$ cat config.mk
export PLATFORM = sky130hd
export DESIGN_NAME = leveled_irq_controller
export DESIGN_NICKNAME = d
export VERILOG_FILES = /design/src/rtl/lic_pkg.sv /design/src/rtl/lic_in_stage.sv /design/src/rtl/lic_core.sv /design/src/rtl/lic_out_stage.sv /design/src/rtl/leveled_irq_controller.sv
export SDC_FILE = /design/constraint.sdc
export NUM_CORES = 1
export LEC_CHECK = 0
export BUFFER_PORTS_ARGS = -buffer_cell sky130_fd_sc_hd__buf_4
export CAP_MARGIN = 40
export CORE_UTILIZATION = 55
export CTS_CLUSTER_DIAMETER = 80
export DETAILED_ROUTE_END_ITERATION = 8
export PLACE_DENSITY = 0.87
export SYNTH_ARGS = -nofsm -noshare
export SYNTH_HDL_FRONTEND = slang
export SYNTH_SLANG_ARGS = --single-unit
$ cat constraint.sdc
create_clock -name clock -period 6.15 [get_ports clock]
set_clock_uncertainty 0.05 [all_clocks]
set_input_delay 1.23 -clock clock [delete_from_list [all_inputs] [get_ports clock]]
set_output_delay 1.23 -clock clock [all_outputs]
set_load 0.05 [all_outputs]
$ cat src/rtl/lic_pkg.sv
// ----------------------------------------------------------------------------
// Leveled IRQ controller package
// Shared constants, word types and the level select function.
// ----------------------------------------------------------------------------
`default_nettype none

package lic_pkg;

   localparam int LineCount = 4;
   localparam int LineW     = 2;
   localparam int LevelW    = 3;
   localparam int OpW       = 2;
   localparam int OffsetW   = 5;
   localparam int DataW     = 8;
   localparam int ReqDataW  = 16;
   localparam int RspDataW  = 16;

   localparam logic [OpW-1:0] OP_WRITE    = 2'd0;
   localparam logic [OpW-1:0] OP_VBLANK   = 2'd1;
   localparam logic [OpW-1:0] OP_SCANLINE = 2'd2;

   localparam logic [LineW-1:0] LINE_VBLANK   = 2'd0;
   localparam logic [LineW-1:0] LINE_SCANLINE = 2'd1;

   typedef logic [LineCount-1:0][LevelW-1:0] level_array_type;

   typedef struct packed {
      logic [OpW-1:0]     operation;
      logic [OffsetW-1:0] offset;
      logic [DataW-1:0]   data;
   } req_type;

   typedef struct packed {
      logic [LineCount-1:0] enabled_mask;
      logic [LineCount-1:0] pending_mask;
      logic [LevelW-1:0]    active_level;
   } rsp_type;

   function automatic logic [LevelW-1:0] highest_level(
      input level_array_type      levels,
      input logic [LineCount-1:0] pending
   );
      logic [LevelW-1:0] best;
      best = '0;
      for (int n = 0; n < LineCount; n++) begin
         if (pending[n] && (levels[n] > best)) begin
            best = levels[n];
         end
      end
      return best;
   endfunction

endpackage

`default_nettype wire

$ cat src/rtl/lic_in_stage.sv
// ----------------------------------------------------------------------------
// Leveled IRQ controller input stage
// Holds one accepted request word until the core commits it.
// ----------------------------------------------------------------------------
`default_nettype none

module lic_in_stage
   import lic_pkg::*;
(
   input  wire logic    clock,
   input  wire logic    reset,
   input  wire logic    req_tvalid,
   output logic         req_tready,
   input  wire req_type req_item,
   input  wire logic    advance,
   output logic         item_valid,
   output req_type      item
);

   logic    valid_ff, valid_in;
   req_type item_ff;
   logic    accept;

   assign req_tready = !valid_ff || advance;
   assign accept     = req_tvalid && req_tready;

   always_comb begin
      valid_in = valid_ff;
      if (accept) begin
         valid_in = 1'b1;
      end else if (advance) begin
         valid_in = 1'b0;
      end
   end

   always_ff @(posedge clock) begin
      if (reset) begin
         valid_ff <= 1'b0;
      end else begin
         valid_ff <= valid_in;
      end
   end

   always_ff @(posedge clock) begin
      if (accept) begin
         item_ff <= req_item;
      end
   end

   assign item_valid = valid_ff;
   assign item       = item_ff;

endmodule

`default_nettype wire

$ cat src/rtl/lic_core.sv
// ----------------------------------------------------------------------------
// Leveled IRQ controller core
// Line level, enable and pending state; next state and result per word.
// ----------------------------------------------------------------------------
`default_nettype none

module lic_core
   import lic_pkg::*;
(
   input  wire logic    clock,
   input  wire logic    reset,
   input  wire logic    commit,
   input  wire req_type item,
   output rsp_type      result
);

   level_array_type      level_ff, level_in;
   logic [LineCount-1:0] enabled_ff, enabled_in;
   logic [LineCount-1:0] pending_ff, pending_in;

   logic [LineW-1:0]  line;
   logic [LevelW-1:0] new_level;
   logic              is_level_reg;
   logic              is_ack_reg;

   assign line         = item.offset[LineW-1:0];
   assign new_level    = item.data[LevelW-1:0];
   assign is_level_reg = (item.offset[OffsetW-1:LineW] == '0);
   assign is_ack_reg   = (item.offset[OffsetW-1:LineW+1] == '0) && item.offset[LineW];

   always_comb begin
      level_in   = level_ff;
      enabled_in = enabled_ff;
      pending_in = pending_ff;
      case (item.operation)
         OP_WRITE: begin
            if (is_level_reg) begin
               level_in[line] = new_level;
               if (new_level != '0) begin
                  enabled_in[line] = 1'b1;
               end else begin
                  enabled_in[line] = 1'b0;
                  pending_in[line] = 1'b0;
               end
            end else if (is_ack_reg) begin
               pending_in[line] = 1'b0;
            end
         end
         OP_VBLANK: begin
            if (enabled_ff[LINE_VBLANK]) begin
               pending_in[LINE_VBLANK] = 1'b1;
            end
         end
         OP_SCANLINE: begin
            if (enabled_ff[LINE_SCANLINE]) begin
               pending_in[LINE_SCANLINE] = 1'b1;
            end
         end
         default: begin
         end
      endcase
   end

   always_ff @(posedge clock) begin
      if (reset) begin
         level_ff   <= '0;
         enabled_ff <= '0;
         pending_ff <= '0;
      end else if (commit) begin
         level_ff   <= level_in;
         enabled_ff <= enabled_in;
         pending_ff <= pending_in;
      end
   end

   assign result.active_level = highest_level(level_in, pending_in);
   assign result.pending_mask = pending_in;
   assign result.enabled_mask = enabled_in;

endmodule

`default_nettype wire

$ cat src/rtl/lic_out_stage.sv
// ----------------------------------------------------------------------------
// Leveled IRQ controller output stage
// Result register; holds the word while the receiver stalls.
// ----------------------------------------------------------------------------
`default_nettype none

module lic_out_stage
   import lic_pkg::*;
(
   input  wire logic    clock,
   input  wire logic    reset,
   input  wire logic    load,
   input  wire rsp_type result,
   output logic         free,
   output logic         rsp_tvalid,
   input  wire logic    rsp_tready,
   output rsp_type      rsp_item
);

   logic    valid_ff, valid_in;
   rsp_type item_ff;

   assign free = !valid_ff || rsp_tready;

   always_comb begin
      valid_in = valid_ff;
      if (load) begin
         valid_in = 1'b1;
      end else if (rsp_tready) begin
         valid_in = 1'b0;
      end
   end

   always_ff @(posedge clock) begin
      if (reset) begin
         valid_ff <= 1'b0;
      end else begin
         valid_ff <= valid_in;
      end
   end

   always_ff @(posedge clock) begin
      if (load) begin
         item_ff <= result;
      end
   end

   assign rsp_tvalid = valid_ff;
   assign rsp_item   = item_ff;

endmodule

`default_nettype wire

$ cat src/rtl/leveled_irq_controller.sv
// ----------------------------------------------------------------------------
// Leveled IRQ controller
// Four-line priority-level interrupt controller, one word per cycle when not stalled.
// ----------------------------------------------------------------------------
// Request channel (req_): each word is a register write, a vblank event or a
// scanline event, selected by req_tuser. Writes to offsets 0-3 set a line
// level (zero disables the line), offsets 4-7 acknowledge a line.
// Response channel (rsp_): one word per request, carrying the highest
// pending level and the pending and enabled masks after that request.
// A request passes the input register, then the result register.
// Throughput: one word per cycle while the receiver does not stall, set by
// the state update between the two registers.
// Reset clears all levels, enables and pending bits and both registers;
// req_tready is high right after reset.
// When the receiver stalls, the response holds in the result register, one
// more request waits in the input register, then req_tready drops.
// ----------------------------------------------------------------------------
`default_nettype none

module leveled_irq_controller
   import lic_pkg::*;
(
   input  wire logic                clock,
   input  wire logic                reset,
   input  wire logic                req_tvalid,
   output logic                     req_tready,
   input  wire logic [ReqDataW-1:0] req_tdata,  // [4:0] offset, [12:5] data
   input  wire logic [OpW-1:0]      req_tuser,  // [1:0] operation
   output logic                     rsp_tvalid,
   input  wire logic                rsp_tready,
   output logic [RspDataW-1:0]      rsp_tdata   // [2:0] active_level, [6:3] pending_mask,
                                                // [10:7] enabled_mask
);

   req_type req_item;
   req_type item;
   logic    item_valid;
   logic    advance;
   logic    out_free;
   rsp_type result;
   rsp_type rsp_item;

   assign req_item.operation = req_tuser;
   assign req_item.offset    = req_tdata[OffsetW-1:0];
   assign req_item.data      = req_tdata[OffsetW+DataW-1:OffsetW];

   assign advance = item_valid && out_free;

   lic_in_stage u_in_stage (
      .clock      (clock),
      .reset      (reset),
      .req_tvalid (req_tvalid),
      .req_tready (req_tready),
      .req_item   (req_item),
      .advance    (advance),
      .item_valid (item_valid),
      .item       (item)
   );

   lic_core u_core (
      .clock  (clock),
      .reset  (reset),
      .commit (advance),
      .item   (item),
      .result (result)
   );

   lic_out_stage u_out_stage (
      .clock      (clock),
      .reset      (reset),
      .load       (advance),
      .result     (result),
      .free       (out_free),
      .rsp_tvalid (rsp_tvalid),
      .rsp_tready (rsp_tready),
      .rsp_item   (rsp_item)
   );

   assign rsp_tdata = {{(RspDataW - $bits(rsp_type)){1'b0}}, rsp_item};

endmodule

`default_nettype wire

==> results_dict.tcl <==
set metrics [dict create \
    grt-ovfl-total 0 \
    vdd_drop_max_uv 176.7 \
    dp_hpwl_mm 2.768 \
    ys_seq_elements 43 \
    setup_viol 0 \
    ys_types 43 \
    synth-main-ff-cell "dfxtp_1" \
    grt_pass1_wl_mm 6.299 \
    netlist_instances 214 \
    io_buffers 26 \
    min_path_type "reg2reg" \
    slew_headroom_pct 66.34 \
    wl_per_cell_microns 13.25 \
    grt_use_met3_pct 5.986 \
    critical_path_class "reg2reg" \
    cts_root_buf "clkbuf_8" \
    pin_count 40 \
    critPathRequiredTime_ns 6.21 \
    p_per_area_nw_per_um2 244.7 \
    tns_ns 0 \
    met1_usage_pct 25.80 \
    cts_tree "yes" \
    wl_mm 3.802 \
    synthXorXnorAreaFrac_pct 0 \
    clkLatencyLatePin_ns 0.30 \
    grt_use_met2_pct 31.58 \
    rows 22 \
    fillers 293 \
    finalCritPeriodShare_pct 92.67 \
    cts.sinks 43 \
    cp-end-kind "register" \
    htreeDepth 2 \
    num_vias 1573 \
    critPathMaxFanout 7 \
    routabilityCongestion 0.8546 \
    layout.nets 269 \
    synth_top_family_by_area "simple AND/OR/NAND/NOR gates" \
    die_width_microns 64.55 \
    ant_nets 0 \
    final_cells 287 \
    grt_pass1_vias 1358 \
    maxCapViolCount 0 \
    drive_above_1_share_pct 20.50 \
    grt_util_all_layers_pct 20.60 \
    ys_seq_area_share_pct 49.77 \
    synth-compound-area-share_pct 12.03 \
    grt_antenna_before_repair 0 \
    grt_max_degree 34 \
    synth-edff-count 21 \
    area_growth_syn_to_layout_pct 14.88 \
    coreArea_sq_um 3716 \
    async_flop_share_pct 0 \
    cts-resized-gates 0 \
    post_cts_buffers 0 \
    top_usage_layer "met2" \
    avgSynthCellArea_sq_um 10.06 \
    num_antenna_cells 0 \
    placed_cells 279 \
    hold_viol 0 \
    power_leakage_uw 0.001019 \
    drt_iter0_drc 70 \
    dieArea_sq_um 4167 \
    cts_buffers 5 \
    startpoint_type "register" \
    arrival_ns 5.76 \
    synthMuxAreaShare_pct 9.360 \
    synth-simple-area-share_pct 17.21 \
    die_h_microns 64.55 \
    hold_buffers 0 \
    rsz0062_at_grt "false" \
    dr.pass1.iters 4 \
    status "finished, final reports clean" \
    synthAdderAreaFrac_pct 5.233 \
    via_per_inst 5.481 \
    start_util_pct 57.91 \
    clockBufferDepth 2 \
    ys.warnings.count 0 \
    syn_area_sq_um 2152 \
    cts.clk_slew.worst_paths_ns 0.08 \
    max_slew.worst_pin.slew_ns 0.5021 \
    period_minus_slack_ns 5.699 \
    drv_slew 0 \
    remaining_drc_errors 0 \
    fmax_mhz 175.5 \
]
[path summary, 6_finish.rpt]
path | from | end | slack [ns] | cells past startpoint
min reg2reg | u_core.enabled_ff[2]$_SDFFE_PP0P_ | u_core.enabled_ff[2]$_SDFFE_PP0P_ | 0.41 | 2
min | u_core.enabled_ff[2]$_SDFFE_PP0P_ | u_core.enabled_ff[2]$_SDFFE_PP0P_ | 0.41 | 2
max | u_in_stage.item[12]$_DFFE_PP_ | u_out_stage.rsp_item[1]$_DFFE_PP_ | 0.45 | 21
max reg2reg | u_in_stage.item[12]$_DFFE_PP_ | u_out_stage.rsp_item[1]$_DFFE_PP_ | 0.45 | 21
[cell usage in the layout (no fill, tap or decap), drive strengths merged, types with 4 or more instances in the layout]
cell,n
nand2,19
nor2,28
edfxtp,21
mux2,4
nand3,7
clkbuf,7
ha,9
inv,15
buf,28
dfxtp,22
nor3,9
a21o,4
o21ai,6
conb,5
mux2i,12
a21oi,11
a211oi,7
[registers in the layout, indices dropped and copies added (netlist names)]
register,count
u_out_stage.rsp_item,11
u_out_stage.rsp_tvalid,1
u_core.level_ff,12
u_in_stage.item_valid,1
u_core.pending_ff,4
u_core.enabled_ff,4
u_in_stage.item,10
[power by group]
| group | switching [uW] | internal, uW |
|---|---|---|
| sequential | 9.70 | 313 |
| clock | 92.7 | 115 |
| combinational | 47.8 | 26.6 |
[layer usage]
metal	wire length, microns	vias up
met4	91	0
li1	-	796
met2	1791	61
met5	0	-
met1	1682	708
met3	237	8
[synthesized netlist by cell type (5+ instances only)]
cell,number,area [sq um]
nor3_1,8,40.04
inv_1,14,52.55
o21ai_0,5,25.02
nand2_1,19,71.32
a211oi_1,7,52.55
dfxtp_1,22,440.4
ha_1,9,112.6
nand3_1,7,35.03
buf_4,5,37.54
nor2_1,28,105.1
mux2i_1,9,90.09
a21oi_1,11,55.05
clkbuf_1,5,18.77
edfxtp_1,21,630.6
[cells by family after synthesis]
family                     Yosys count
and+or+nand+nor                     77
adders and majority gates            9
other                                1
DFF                                 43
AOI/OAI and AO/OA                   38
buffers and inverters               30
muxes                               16
[critical path: stages (launching register included)]
cell and delay (ns):
edfxtp_1 0.42, nor4_2 0.33, or4b_1 0.63, mux2_4 0.38, ha_1 0.31, a21o_1 0.16
a21oi_1 0.14, a311o_2 0.23, mux2i_4 0.29, ha_1 0.27, nor2b_1 0.14, o21a_1 0.15
o21ai_0 0.21, or2_2 0.23, nor2_1 0.07, a21o_1 0.15, ha_1 0.31, a21o_1 0.12
a21oi_1 0.07, a311oi_2 0.43, nor2_1 0.15, a221oi_1 0.28
[per-stage QoR]
stage                     area, sq um  util (%)  setup slack [ns]  power, uW  hold slack [ns]
after global routing             2472     66.53            0.1343      629.2           0.4217
after detailed placement         2360     63.50            0.5320      403.5           0.4032
after global placement           2360     63.50            0.6029      401.0           0.3925
final                            2472     66.53            0.4507      605.1           0.4123
after floorplan                  2167         -            0.8515      385.1           0.3866
after CTS                        2472     66.53            0.4935      610.3           0.4139
[final cells by class]
| cell class | count | area [sq um] | share of cell area [%] |
|---|---|---|---|
| flip-flops and latches | 43 | 1071 | 43.32 |
| multi-input cells | 145 | 962.2 | 38.92 |
| repair buffers | 28 | 210.2 | 8.502 |
| clock buffers | 7 | 107.6 | 4.352 |
| well taps | 48 | 60.06 | 2.429 |
| inverters | 15 | 56.30 | 2.277 |
| clock inverters | 1 | 5.005 | 0.2024 |
Note: power is estimated with default switching activity, not from simulation.
